==> src/sv/rcp_pkg.sv <==
// ----------------------------------------------------------------------------
// rcp_pkg
// Shared types and constants for the request command parser.
// ----------------------------------------------------------------------------
package rcp_pkg;

   localparam int LINE_W  = 17;
   localparam int NUM_W   = 32;
   localparam int CNT_W   = 31;
   localparam int BYTE_W  = 8;
   localparam int EV_W    = 3;
   localparam int AIDX_W  = 10;
   localparam int PROD_W  = 36;

   localparam logic [LINE_W-1:0] LINE_LIMIT_RESET = 17'd4096;
   localparam logic [LINE_W-1:0] MIN_ARG_LINE     = 17'd3;
   localparam logic [1:0]        SKIP_BYTES       = 2'd2;

   localparam logic [BYTE_W-1:0] CH_NL     = 8'h0A;
   localparam logic [BYTE_W-1:0] CH_STAR   = 8'h2A;
   localparam logic [BYTE_W-1:0] CH_DOLLAR = 8'h24;
   localparam logic [BYTE_W-1:0] CH_MINUS  = 8'h2D;
   localparam logic [BYTE_W-1:0] CH_ZERO   = 8'h30;
   localparam logic [BYTE_W-1:0] CH_NINE   = 8'h39;

   localparam logic [PROD_W-1:0] POS_LIMIT = 36'h0_7FFF_FFFF;
   localparam logic [PROD_W-1:0] NEG_LIMIT = 36'h0_8000_0000;

   localparam logic [EV_W-1:0] EV_ARG_START = 3'd0;
   localparam logic [EV_W-1:0] EV_ARG_BYTE  = 3'd1;
   localparam logic [EV_W-1:0] EV_CMD_DONE  = 3'd2;
   localparam logic [EV_W-1:0] EV_PREFIX    = 3'd3;
   localparam logic [EV_W-1:0] EV_NUMBER    = 3'd4;
   localparam logic [EV_W-1:0] EV_LONG      = 3'd5;

   typedef enum logic [2:0] {
      PH_HDR,
      PH_ARGHDR,
      PH_DATA,
      PH_SKIP,
      PH_DISCARD
   } phase_type;

   typedef struct packed {
      logic sign;
      logic digit;
      logic stop;
      logic ovf;
   } num_flags_type;

   typedef struct packed {
      logic [EV_W-1:0]   event_res;
      logic [AIDX_W-1:0] arg_index;
      logic [CNT_W-1:0]  arg_length;
      logic [BYTE_W-1:0] data_byte;
      logic              last_of_arg;
   } rsp_type;

endpackage

==> src/sv/resp_command_parser_top.sv <==
// ----------------------------------------------------------------------------
// resp_command_parser_top
// Byte-serial request command parser with registered input and result.
// ----------------------------------------------------------------------------
// Takes one request byte per clock while the result side keeps up and gives at
// most one result word per byte; each byte passes through the input register,
// then its word is loaded into the result register. The parser state advances
// once per byte, so a byte can be taken every clock as long as the result side
// keeps up; a stalled result word holds the input register, and req_ready drops
// while both registers are full and the result word is stalled. line_limit is
// written through csr_wr_en and csr_wr_data and resets to 4096; the user must
// write it only while the block is quiet, which the block does not enforce.
module resp_command_parser_top
   import rcp_pkg::*;
#(
   parameter int MAX_ARGS = 1024
)(
   input  logic              clock,
   input  logic              reset,
   input  logic              req_valid,
   output logic              req_ready,
   input  logic [BYTE_W-1:0] req_in_byte,
   output logic              rsp_valid,
   input  logic              rsp_ready,
   output logic [EV_W-1:0]   rsp_event_res,
   output logic [AIDX_W-1:0] rsp_arg_index,
   output logic [CNT_W-1:0]  rsp_arg_length,
   output logic [BYTE_W-1:0] rsp_data_byte,
   output logic              rsp_last_of_arg,
   input  logic              csr_wr_en,
   input  logic [LINE_W-1:0] csr_wr_data
);

   logic              in_vld_ff;
   logic [BYTE_W-1:0] in_byte_ff;
   logic              rsp_vld_ff;
   rsp_type           rsp_ff;
   logic [LINE_W-1:0] line_limit_ff;
   logic              advance;
   logic              fire;
   rsp_type           rsp_nxt;

   assign advance   = in_vld_ff && (!rsp_vld_ff || rsp_ready);
   assign req_ready = !in_vld_ff || advance;

   rcp_fsm #(
      .MAX_ARGS (MAX_ARGS)
   ) u_fsm (
      .clock      (clock),
      .reset      (reset),
      .step       (advance),
      .in_byte    (in_byte_ff),
      .line_limit (line_limit_ff),
      .rsp_fire   (fire),
      .rsp        (rsp_nxt)
   );

   always_ff @(posedge clock) begin
      if (reset) begin
         line_limit_ff <= LINE_LIMIT_RESET;
      end else if (csr_wr_en) begin
         line_limit_ff <= csr_wr_data;
      end
   end

   always_ff @(posedge clock) begin
      if (reset) begin
         in_vld_ff <= 1'b0;
      end else if (req_ready) begin
         in_vld_ff <= req_valid;
      end
   end

   always_ff @(posedge clock) begin
      if (req_valid && req_ready) begin
         in_byte_ff <= req_in_byte;
      end
   end

   always_ff @(posedge clock) begin
      if (reset) begin
         rsp_vld_ff <= 1'b0;
      end else if (advance && fire) begin
         rsp_vld_ff <= 1'b1;
      end else if (rsp_ready) begin
         rsp_vld_ff <= 1'b0;
      end
   end

   always_ff @(posedge clock) begin
      if (advance && fire) begin
         rsp_ff <= rsp_nxt;
      end
   end

   assign rsp_valid       = rsp_vld_ff;
   assign rsp_event_res   = rsp_ff.event_res;
   assign rsp_arg_index   = rsp_ff.arg_index;
   assign rsp_arg_length  = rsp_ff.arg_length;
   assign rsp_data_byte   = rsp_ff.data_byte;
   assign rsp_last_of_arg = rsp_ff.last_of_arg;

endmodule

==> src/sv/rcp_num.sv <==
// ----------------------------------------------------------------------------
// rcp_num
// One decimal digit step of the header number: sign, digits, stop, overflow.
// ----------------------------------------------------------------------------
module rcp_num
   import rcp_pkg::*;
(
   input  logic [BYTE_W-1:0] ch,
   input  logic              first,
   input  logic [NUM_W-1:0]  acc_cur,
   input  num_flags_type     flags_cur,
   output logic [NUM_W-1:0]  acc_nxt,
   output num_flags_type     flags_nxt
);

   logic [PROD_W-1:0] prod;
   logic [PROD_W-1:0] limit;
   logic [BYTE_W-1:0] digit_val;

   assign digit_val = ch - CH_ZERO;
   assign prod  = {1'b0, acc_cur, 3'b000} + {3'b000, acc_cur, 1'b0}
                + {{(PROD_W-BYTE_W){1'b0}}, digit_val};
   assign limit = flags_cur.sign ? NEG_LIMIT : POS_LIMIT;

   always_comb begin
      acc_nxt   = acc_cur;
      flags_nxt = flags_cur;
      if (!flags_cur.stop) begin
         if (first && ch == CH_MINUS) begin
            flags_nxt.sign = 1'b1;
         end else if (ch < CH_ZERO || ch > CH_NINE) begin
            flags_nxt.stop = 1'b1;
         end else begin
            flags_nxt.digit = 1'b1;
            if (!flags_cur.ovf) begin
               if (prod > limit) begin
                  flags_nxt.ovf = 1'b1;
               end else begin
                  acc_nxt = prod[NUM_W-1:0];
               end
            end
         end
      end
   end

endmodule

==> src/sv/rcp_fsm.sv <==
// ----------------------------------------------------------------------------
// rcp_fsm
// Parser state and per-word decode: header lines, payload, trailer skip, long-line discard.
// ----------------------------------------------------------------------------
module rcp_fsm
   import rcp_pkg::*;
#(
   parameter int MAX_ARGS = 1024
)(
   input  logic              clock,
   input  logic              reset,
   input  logic              step,
   input  logic [BYTE_W-1:0] in_byte,
   input  logic [LINE_W-1:0] line_limit,
   output logic              rsp_fire,
   output rsp_type           rsp
);

   localparam int IDX_W = (MAX_ARGS > 1) ? $clog2(MAX_ARGS) : 1;
   localparam logic [IDX_W-1:0] IDX_MAX = IDX_W'(MAX_ARGS - 1);

   phase_type          phase_ff, phase_in;
   logic [LINE_W-1:0]  line_bytes_ff, line_bytes_in;
   logic [BYTE_W-1:0]  held_char_ff, held_char_in;
   logic               held_valid_ff, held_valid_in;
   logic [BYTE_W-1:0]  first_char_ff, first_char_in;
   logic [NUM_W-1:0]   acc_ff, acc_in;
   num_flags_type      flags_ff, flags_in;
   logic [CNT_W-1:0]   args_left_ff, args_left_in;
   logic [IDX_W-1:0]   pushed_ff, pushed_in;
   logic [CNT_W-1:0]   bytes_left_ff, bytes_left_in;
   logic [1:0]         skip_left_ff, skip_left_in;
   logic [CNT_W-1:0]   cmd_count_ff, cmd_count_in;

   logic [NUM_W-1:0]   num_acc;
   num_flags_type      num_flags;

   logic               is_nl;
   logic [BYTE_W-1:0]  first_eff;
   logic               num_ok;
   logic               num_zero;
   logic               num_neg;
   logic               num_minus_one;
   logic               num_below;
   logic               line_full;
   logic [LINE_W-1:0]  line_bytes_inc;
   logic               hdr_bad_prefix;
   logic               hdr_bad_num;
   logic               hdr_empty;
   logic               arg_bad_prefix;
   logic               arg_bad_num;
   logic               arg_null;
   logic               args_last;
   logic [CNT_W-1:0]   args_dec;
   logic               skip_end;
   logic [IDX_W-1:0]   idx_data;

   rcp_num u_num (
      .ch        (held_char_ff),
      .first     (line_bytes_ff == 17'd2),
      .acc_cur   (acc_ff),
      .flags_cur (flags_ff),
      .acc_nxt   (num_acc),
      .flags_nxt (num_flags)
   );

   assign is_nl          = (in_byte == CH_NL);
   assign first_eff      = (line_bytes_ff == '0) ? CH_NL : first_char_ff;
   assign num_ok         = flags_ff.digit && !flags_ff.ovf;
   assign num_zero       = (acc_ff == '0);
   assign num_neg        = flags_ff.sign && !num_zero;
   assign num_minus_one  = flags_ff.sign && (acc_ff == 32'd1);
   assign num_below      = flags_ff.sign && (acc_ff > 32'd1);
   assign line_bytes_inc = line_bytes_ff + 17'd1;
   assign line_full      = (line_bytes_inc >= line_limit);
   assign hdr_bad_prefix = (first_eff != CH_STAR);
   assign hdr_bad_num    = !hdr_bad_prefix && !num_ok;
   assign hdr_empty      = !hdr_bad_prefix && num_ok && (num_neg || num_zero);
   assign arg_bad_prefix = (line_bytes_ff < MIN_ARG_LINE) || (first_eff != CH_DOLLAR);
   assign arg_bad_num    = !arg_bad_prefix && (!num_ok || num_below);
   assign arg_null       = !arg_bad_prefix && !arg_bad_num && num_minus_one;
   assign args_last      = (args_left_ff <= 31'd1);
   assign args_dec       = (args_left_ff != '0) ? args_left_ff - 31'd1 : args_left_ff;
   assign skip_end       = (skip_left_ff <= 2'd1);
   assign idx_data       = (pushed_ff != '0 && pushed_ff < IDX_MAX) ?
                           pushed_ff - IDX_W'(1) : pushed_ff;

   // next state
   always_comb begin
      logic drop;
      logic hdr_ok;
      logic clr_line;
      logic arg_done;
      drop          = 1'b0;
      hdr_ok        = 1'b0;
      clr_line      = 1'b0;
      arg_done      = 1'b0;
      phase_in      = phase_ff;
      line_bytes_in = line_bytes_ff;
      held_char_in  = held_char_ff;
      held_valid_in = held_valid_ff;
      first_char_in = first_char_ff;
      acc_in        = acc_ff;
      flags_in      = flags_ff;
      args_left_in  = args_left_ff;
      pushed_in     = pushed_ff;
      bytes_left_in = bytes_left_ff;
      skip_left_in  = skip_left_ff;
      cmd_count_in  = cmd_count_ff;
      unique case (phase_ff)
         PH_HDR: begin
            if (is_nl) begin
               if (hdr_bad_prefix || hdr_bad_num || hdr_empty) begin
                  drop     = 1'b1;
                  phase_in = PH_HDR;
               end else begin
                  hdr_ok   = 1'b1;
                  phase_in = PH_ARGHDR;
               end
            end
         end
         PH_ARGHDR: begin
            if (is_nl) begin
               if (arg_bad_prefix || arg_bad_num) begin
                  drop     = 1'b1;
                  phase_in = PH_HDR;
               end else if (arg_null) begin
                  arg_done = 1'b1;
               end else begin
                  clr_line = 1'b1;
                  if (pushed_ff < IDX_MAX) begin
                     pushed_in = pushed_ff + IDX_W'(1);
                  end
                  if (num_zero) begin
                     skip_left_in = SKIP_BYTES;
                     phase_in     = PH_SKIP;
                  end else begin
                     bytes_left_in = acc_ff[CNT_W-1:0];
                     phase_in      = PH_DATA;
                  end
               end
            end
         end
         PH_DATA: begin
            if (bytes_left_ff != '0) begin
               bytes_left_in = bytes_left_ff - 31'd1;
            end
            if (bytes_left_ff <= 31'd1) begin
               skip_left_in = SKIP_BYTES;
               phase_in     = PH_SKIP;
            end
         end
         PH_SKIP: begin
            if (!skip_end) begin
               skip_left_in = skip_left_ff - 2'd1;
            end else begin
               skip_left_in = '0;
               arg_done     = 1'b1;
            end
         end
         PH_DISCARD: begin
            if (is_nl) begin
               drop     = 1'b1;
               phase_in = PH_HDR;
            end
         end
         default: begin
            drop     = 1'b1;
            phase_in = PH_HDR;
         end
      endcase

      // header byte that is not a line end
      if ((phase_ff == PH_HDR || phase_ff == PH_ARGHDR) && !is_nl) begin
         if (line_bytes_ff == '0) begin
            first_char_in = in_byte;
         end else begin
            if (held_valid_ff) begin
               acc_in   = num_acc;
               flags_in = num_flags;
            end
            held_char_in  = in_byte;
            held_valid_in = 1'b1;
         end
         line_bytes_in = line_bytes_inc;
         if (line_full) begin
            drop     = 1'b1;
            phase_in = PH_DISCARD;
         end
      end

      if (arg_done) begin
         if (args_last) begin
            drop     = 1'b1;
            phase_in = PH_HDR;
         end else begin
            args_left_in = args_dec;
            clr_line     = 1'b1;
            phase_in     = PH_ARGHDR;
         end
      end

      if (drop || hdr_ok) begin
         clr_line      = 1'b1;
         args_left_in  = '0;
         pushed_in     = '0;
         bytes_left_in = '0;
         skip_left_in  = '0;
         cmd_count_in  = '0;
      end
      if (hdr_ok) begin
         args_left_in = acc_ff[CNT_W-1:0];
         cmd_count_in = acc_ff[CNT_W-1:0];
      end
      if (clr_line) begin
         line_bytes_in = '0;
         held_char_in  = '0;
         held_valid_in = 1'b0;
         first_char_in = '0;
         acc_in        = '0;
         flags_in      = '0;
      end
   end

   // result word
   always_comb begin
      rsp_fire = 1'b0;
      rsp      = '0;
      unique case (phase_ff)
         PH_HDR: begin
            if (is_nl) begin
               if (hdr_bad_prefix) begin
                  rsp_fire      = 1'b1;
                  rsp.event_res = EV_PREFIX;
               end else if (hdr_bad_num) begin
                  rsp_fire      = 1'b1;
                  rsp.event_res = EV_NUMBER;
               end else if (hdr_empty) begin
                  rsp_fire      = 1'b1;
                  rsp.event_res = EV_CMD_DONE;
               end
            end else if (line_full) begin
               rsp_fire      = 1'b1;
               rsp.event_res = EV_LONG;
            end
         end
         PH_ARGHDR: begin
            if (is_nl) begin
               rsp_fire = 1'b1;
               if (arg_bad_prefix) begin
                  rsp.event_res = EV_PREFIX;
               end else if (arg_bad_num) begin
                  rsp.event_res = EV_NUMBER;
               end else if (arg_null) begin
                  rsp_fire       = args_last;
                  rsp.event_res  = EV_CMD_DONE;
                  rsp.arg_length = cmd_count_ff;
               end else begin
                  rsp.event_res  = EV_ARG_START;
                  rsp.arg_index  = AIDX_W'(pushed_ff);
                  rsp.arg_length = acc_ff[CNT_W-1:0];
               end
            end else if (line_full) begin
               rsp_fire      = 1'b1;
               rsp.event_res = EV_LONG;
            end
         end
         PH_DATA: begin
            rsp_fire        = 1'b1;
            rsp.event_res   = EV_ARG_BYTE;
            rsp.arg_index   = AIDX_W'(idx_data);
            rsp.data_byte   = in_byte;
            rsp.last_of_arg = (bytes_left_ff <= 31'd1);
         end
         PH_SKIP: begin
            if (skip_end && args_last) begin
               rsp_fire       = 1'b1;
               rsp.event_res  = EV_CMD_DONE;
               rsp.arg_length = cmd_count_ff;
            end
         end
         default: begin
            rsp_fire = 1'b0;
         end
      endcase
   end

   always_ff @(posedge clock) begin
      if (reset) begin
         phase_ff      <= PH_HDR;
         line_bytes_ff <= '0;
         held_char_ff  <= '0;
         held_valid_ff <= 1'b0;
         first_char_ff <= '0;
         acc_ff        <= '0;
         flags_ff      <= '0;
         args_left_ff  <= '0;
         pushed_ff     <= '0;
         bytes_left_ff <= '0;
         skip_left_ff  <= '0;
         cmd_count_ff  <= '0;
      end else if (step) begin
         phase_ff      <= phase_in;
         line_bytes_ff <= line_bytes_in;
         held_char_ff  <= held_char_in;
         held_valid_ff <= held_valid_in;
         first_char_ff <= first_char_in;
         acc_ff        <= acc_in;
         flags_ff      <= flags_in;
         args_left_ff  <= args_left_in;
         pushed_ff     <= pushed_in;
         bytes_left_ff <= bytes_left_in;
         skip_left_ff  <= skip_left_in;
         cmd_count_ff  <= cmd_count_in;
      end
   end

endmodule

==> config.mk <==
export PLATFORM = sky130hd
export DESIGN_NAME = resp_command_parser_top
export DESIGN_NICKNAME = d
export VERILOG_FILES = /design/src/sv/rcp_pkg.sv /design/src/sv/resp_command_parser_top.sv /design/src/sv/rcp_num.sv /design/src/sv/rcp_fsm.sv
export SDC_FILE = /design/constraint.sdc
export NUM_CORES = 1
export LEC_CHECK = 0
export BUFFER_PORTS_ARGS = -buffer_cell sky130_fd_sc_hd__buf_4
export CORE_ASPECT_RATIO = 1.1
export CORE_MARGIN = 1
export CORE_UTILIZATION = 55
export DETAILED_ROUTE_END_ITERATION = 7
export GPL_TIMING_DRIVEN = 0
export PLACE_DENSITY = 0.79
export SLEW_MARGIN = 0
export SYNTH_ARGS = -nofsm -noshare
export SYNTH_HDL_FRONTEND = slang
export SYNTH_SLANG_ARGS = --single-unit
==> constraint.sdc <==
create_clock -name clock -period 9.6 [get_ports clock]
set_input_delay 0.48 -clock clock [delete_from_list [all_inputs] [get_ports clock]]
set_output_delay 0.48 -clock clock [all_outputs]
set_load 0.02 [all_outputs]
==> results of run 1 <==
## power by group through the flow
stage	clock, mW	combinational (mW)	sequential [mW]
floorplan	0	0.107	1.15
global placement	0	0.150	1.15
detailed placement	0	0.154	1.15
CTS	1.28	0.156	1.13
global route	1.33	0.174	1.13
finish	1.28	0.160	1.13
## logic make-up after synthesis
kind of cell | count (synthesis) | share of synthesized area (%)
AND/OR/NAND/NOR | 696 | 21.43
AO/OA/AOI/OAI | 549 | 22.45
flip-flops | 258 | 36.43
buffers and inverters | 175 | 4.475
adder cells (fa/ha/maj) | 125 | 10.15
XOR/XNOR | 70 | 3.867
multiplexers | 19 | 1.200
## flip-flops by register name, indices dropped and copies added, names as in the netlist, 3 cells and up
name	flops
rsp_event_res	3
rsp_data_byte	8
u_fsm.held_char_ff	8
u_fsm.acc_ff	32
u_fsm.line_bytes_ff	17
u_fsm.first_char_ff	8
rsp_arg_length	31
line_limit_ff	17
u_fsm.pushed_ff	10
u_fsm.args_left_ff	31
u_fsm.cmd_count_ff	31
rsp_arg_index	10
in_byte_ff	8
u_fsm.phase_ff	3
u_fsm.bytes_left_ff	31
u_fsm.flags_ff	4
## layer usage
metal	vias to the layer above	share of wire [%]	track usage (%)
met1	7378	40	44.34
met5	-	0	0
met2	824	45	52.17
met3	168	9.9	6.122
met4	0	5.1	18.11
li1	7212	-	-
## layout make-up
class	instances	area [sq um]	area share, %
Inverter	67	251.5	1.391
Clock inverter	20	334.1	1.847
Clock buffer	34	764.5	4.227
Sequential cell	258	5777	31.94
Tap cell	363	454.2	2.511
Buffer	108	457.9	2.532
Timing Repair Buffer	85	660.6	3.653
Multi-Input combinational cell	1459	9385	51.90
## layout by cell type, fill, tap and decap left out, drive strengths merged, types with 18 or more instances in the layout
cell type	n
a21o	31
a21oi	177
a221oi	23
a22o	43
and2	18
and3	20
buf	124
clkbuf	103
dfxtp	197
edfxtp	61
ha	119
inv	69
mux2i	19
nand2	233
nand3	78
nand4	34
nor2	150
nor3	64
nor4	27
o21ai	132
o221ai	19
xnor2	38
xor2	32
## final timing paths
path | from | end | slack, ns | depth (start not counted)
setup / recovery | u_fsm.acc_ff[4]$_SDFFE_PP0P_ | u_fsm.acc_ff[25]$_SDFFE_PP0P_ | 3.28 | 24
hold / removal | req_in_byte[1] | in_byte_ff[1]$_DFFE_PP_ | 0.1 | 1
setup reg to reg | u_fsm.acc_ff[4]$_SDFFE_PP0P_ | u_fsm.acc_ff[25]$_SDFFE_PP0P_ | 3.28 | 24
hold reg to reg | u_fsm.cmd_count_ff[17]$_SDFFE_PP0P_ | u_fsm.cmd_count_ff[17]$_SDFFE_PP0P_ | 0.46 | 2
## stage by stage
| stage | cells | total power, mW | area [sq um] | utilization [%] |
|---|---|---|---|---|
| finish | 2394 | 2.567 | 18080 | 64.34 |
| global placement | 2337 | 1.304 | 16920 | 60.21 |
| floorplan | 1892 | 1.260 | 15850 | - |
| global route | 2394 | 2.637 | 18080 | 64.34 |
| CTS | 2394 | 2.571 | 18080 | 64.34 |
| detailed placement | 2340 | 1.308 | 16990 | 60.43 |
## critical path: cells and delay by family, from the launching register on
kind            cells  cell delay, ns
simple gates        4            0.75
xor+xnor            1            0.24
fa+ha+maj           3            1.16
buf+inv             4            0.68
compound gates     12            2.70
flops               1            0.73
==> impl_metrics.tcl, run 1 <==
set metrics [dict create \
    drtIter0Drc 2028 \
    crit_fanout 10 \
    wl_per_cell_um 20.73 \
    max_cap_violations 0 \
    num_rows 64 \
    core_sq_mm 0.02811 \
    ir_worst_vdd_mv 0.1779 \
    power_leakage_nw 7.597 \
    cts_buffer_depth 3 \
    cts_setup_buffers 0 \
    cts-resized-gates 0 \
    intPower_mw 1.989 \
    layout_min_cycle_time_ns 6.316 \
    detailedPlace.worstSlack_ns 3.489 \
    diodes 0 \
    netlist_top_cells_count "nand2_1 (233), dfxtp_1 (197), a21oi_1 (176)" \
    grt_start_max_net_pins 37 \
    final_layout_size_suffix_gt1_share_pct 9.650 \
    setup_ws_ns 3.284 \
    netlist_instances 1892 \
    crit_path_start_kind "flip-flop" \
    grt_pass1_wl_um 79100 \
    synth_edf_count 61 \
    clk_latency_ns 0.56 \
    netSwitchingFraction_pct 22.50 \
    p_sw_mw 0.5776 \
    hold_ws_ns 0.09938 \
    io_buffers 82 \
    nets 2163 \
    htreeDepth 1 \
    ys_types 85 \
    worst_path_max_delay_cell "dfxtp_1" \
    cts_num_sinks 258 \
    drc 0 \
    finalHoldViolations 0 \
    setup_tns_ns 0 \
    synth_top_cell_by_area "dfxtp_1" \
    die_w_um 163.9 \
    max_stage_delay_ns 0.73 \
    drt_wl_total_um 49630 \
    fmax_mhz 158.3 \
    synth_area_per_cell_sq_um 8.379 \
    overflow 0 \
    start_util_pct 56.40 \
    finalSetupViolCount 0 \
    cts_buffers 29 \
    synth_area_leaders "dfxtp_1 (25%), edfxtp_1 (12%), ha_1 (9.4%), a21oi_1 (5.6%), nand2_1 (5.5%)" \
    synthToLayoutAreaGrowth_pct 14.08 \
    ctsHoldBuffers 0 \
    power.density_mw_per_mm2 141.9 \
    synth_nets 2047 \
    cts_tree "yes" \
    grt_pass1_vias 15063 \
    rsz0062_at_grt "false" \
    ys_seq_area_share_pct 36.43 \
    hpwl_um 36020 \
    root_buffer "clkbuf_16" \
    path_cells "inv_1, fa_1, inv_1, ha_1, o211ai_1, o211ai_1, nand3_1, a21boi_0, o21ai_0, a21o_1, a311oi_1, xor2_1, ha_1, a21o_1, nand3_1, a21oi_1, nor3_1, o21ai_0, a311o_1, a2111oi_4, and4b_1, buf_2, buf_2, a22o_1" \
    outcome "finished, final reports clean" \
    dr.pass1.iters 6 \
    vias 15582 \
    boundaryPins 85 \
    combPwrFrac_pct 6.2 \
    synth_area_sq_mm 0.01585 \
    via_per_inst 6.509 \
    crit_required_ns 10.10 \
    dieArea_sq_mm 0.02951 \
    track_usage_pct 33.69 \
    power.share.clock_pct 49.7 \
    synth.most_common_cell "nand2_1" \
    nFillCells 2363 \
    synth.top_cell.area_share_pct 24.88 \
    clk_pin_slew_ns 0.06 \
    min_period_over_period_pct 65.79 \
    min_path_type "in2reg" \
    synth_seq_cells 258 \
    place.gp.congestion 0.9822 \
    ant_nets 0 \
    worstSetupPathType "reg2reg" \
    tightestPinTransition_ns 1.057 \
    relSlewSlack_pct 29.01 \
    clock_skew_ns 0.009740 \
    maxSlewViolCount 0 \
    die_h_um 180.1 \
    antenna_found_initial 0 \
    ys.warnings.count 0 \
    worstPathArrival_ns 6.81 \
    synth_top_flop_cell "dfxtp_1" \
    async_flop_share_pct 0 \
    crit_path_end_kind "flip-flop" \
    seqPwrFrac_pct 44.0 \
]
No activity file was read; power rests on OpenSTA's default activity.
==> run 2: changes to the inputs <==
Settings changed: PLACE_DENSITY 0.79 to 0.82.
Clock period 9.6 ns to 5.5 ns, I/O delays scaled along.
==> run 2 against run 1 <==
Worst hold slack got worse by 0.088 ns. Cell area rose by 3.6%. Total power rose by 68%. Largest cell class unchanged. Largest power group unchanged.
==> impl_metrics.tcl, run 2 (synthesized netlist as in run 1, its figures left out) <==
set metrics [dict create \
    finalHoldViolations 0 \
    antenna_found_initial 0 \
    vias 16045 \
    core_sq_mm 0.02811 \
    dieArea_sq_mm 0.02951 \
    overflow 0 \
    htreeDepth 1 \
    cts_buffers 27 \
    wl_per_cell_um 21.33 \
    cts_tree "yes" \
    grt_pass1_vias 15406 \
    post_dp_cell_area_sq_mm 0.01699 \
    whs_path_depth 3 \
    max_cap_violations 0 \
    drt_wl_total_um 52010 \
    cts_num_sinks 258 \
    dr.pass1.iters 7 \
    worstSetupStartpoint "u_fsm.held_char_ff[5]$_SDFFE_PP0P_" \
    io_buffers 82 \
    worst_path_max_delay_cell "fa_1" \
    grt_pass1_wl_um 81580 \
    hp-start "csr_wr_data[9]" \
    max_stage_delay_ns 0.53 \
    final_layout_size_suffix_gt1_share_pct 12.53 \
    rr_endpoint "u_fsm.acc_ff[16]$_SDFFE_PP0P_" \
    rsz0062_at_grt "true" \
    die_w_um 163.9 \
    power.density_mw_per_mm2 230.5 \
    root_buffer "clkbuf_16" \
    die_h_um 180.1 \
    hpwl_um 36450 \
    power_leakage_nw 7.834 \
    cts_buffer_depth 3 \
    boundaryPins 85 \
    final_cell_mix "nand2_1 (233), dfxtp_1 (180), a21oi_1 (173)" \
    reg2reg_from "u_fsm.held_char_ff[5]$_SDFFE_PP0P_" \
    crit_path_start_kind "flip-flop" \
    drc 0 \
    power.total_mw 4.317 \
    largest_reg_flops 32 \
    min_path_type "in2reg" \
    clk_pin_slew_ns 0.06 \
    crit_buf_inv 4 \
    relSlewSlack_pct 29.00 \
    finalSetupViolCount 0 \
    drtIter0Drc 2121 \
    via_per_inst 6.581 \
    clock_skew_ns 0.01944 \
    final_common_cell "nand2_1" \
    crit_family "compound AO/OA/AOI/OAI gates" \
    tightestPinTransition_ns 1.057 \
    ir_worst_vdd_mv 0.2777 \
    num_rows 64 \
    track_usage_pct 34.76 \
    ant_nets 0 \
    nets 2209 \
    outcome "finished, final reports clean" \
    setup_tns_ns 0 \
    crit_path_end_kind "flip-flop" \
    worstSetupPathType "reg2reg" \
    layout_min_cycle_time_ns 5.466 \
    crit_required_ns 5.98 \
    hold_end "line_limit_ff[9]$_SDFFE_PP0P_" \
    maxSlewViolCount 0 \
    fmax_mhz 183.0 \
    clk_latency_ns 0.55 \
    rrSetupSlack_ns 0.03 \
    fin_area_sq_mm 0.01873 \
    grt_start_max_net_pins 37 \
    synthToLayoutAreaGrowth_pct 18.17 \
    nFillCells 2228 \
    largest-register "u_fsm.acc_ff" \
    min_period_over_period_pct 99.37 \
    start_util_pct 56.40 \
    place.gp.congestion 0.9816 \
    diodes 0 \
    hold_ws_ns 0.01109 \
    worst-r2r-cell-count 25 \
    crit_fanout 10 \
    worstPathArrival_ns 5.94 \
]
-- run 2: timing repair --
action / 4_1_cts / 5_1_grt
setup buffers: 13 / 8
resized for setup: 56 / 26
setup endpoints to repair: 33 / 131
pin swaps: 16 / 28
cloned: 3 / 1
hold endpoints to repair: 24 / 0
hold buffers: 24 / 0
-- run 2: tightest hold or removal path, cell delays in order --
cell and delay [ns]:
buf_4 0.08, mux2i_1 0.07, nor2_1 0.09
-- run 2: area by class of cell --
cell class                      count  area, sq um  share of cell area (%)
Sequential cell                   258         5807                   31.00
Tap cell                          363        454.2                   2.425
Timing Repair Buffer              133         1146                   6.118
Inverter                           67        251.5                   1.343
Clock buffer                       30        696.9                   3.720
Multi-Input combinational cell   1459         9593                   51.21
Buffer                            108        505.5                   2.698
Clock inverter                     20        279.0                   1.489
-- run 2: metal layers --
| metal | track usage (%) | vias to the layer above | share of wire [%] |
|---|---|---|---|
| li1 | - | 7306 | - |
| met3 | 6.974 | 241 | 11 |
| met1 | 42.70 | 7548 | 37 |
| met2 | 55.90 | 950 | 45 |
| met4 | 20.81 | 0 | 6.5 |
| met5 | 0 | - | 0 |
-- run 2: worst max-delay path by stage --
stage,slack [ns],to,cells after the start
after floorplan,0.38,u_fsm.acc_ff[2]$_SDFFE_PP0P_,25
after global placement,-0.59,u_fsm.acc_ff[26]$_SDFFE_PP0P_,25
after detailed placement,-0.71,u_fsm.acc_ff[25]$_SDFFE_PP0P_,25
after CTS,-0.1,u_fsm.acc_ff[16]$_SDFFE_PP0P_,28
after global routing,-0.23,u_fsm.acc_ff[3]$_SDFFE_PP0P_,28
final,0.03,u_fsm.acc_ff[16]$_SDFFE_PP0P_,25
-- run 2: report_power, final --
| group | total, mW | switching (mW) | internal [mW] |
|---|---|---|---|
| Sequential | 1.97 | 0.0202 | 1.95 |
| Clock | 2.04 | 0.800 | 1.24 |
| Combinational | 0.303 | 0.185 | 0.118 |
| Total | 4.32 | 1.01 | 3.31 |
-- run 2: stage by stage --
step | setup WS, ns | cells | utilization, %
finish | 0.03449 | 2438 | 66.65
global route | -0.2299 | 2438 | 66.65
CTS | -0.09781 | 2430 | 66.18
detailed placement | -0.7115 | 2340 | 60.45
global placement | -0.5864 | 2337 | 60.27
floorplan | 0.3753 | 1892 | -
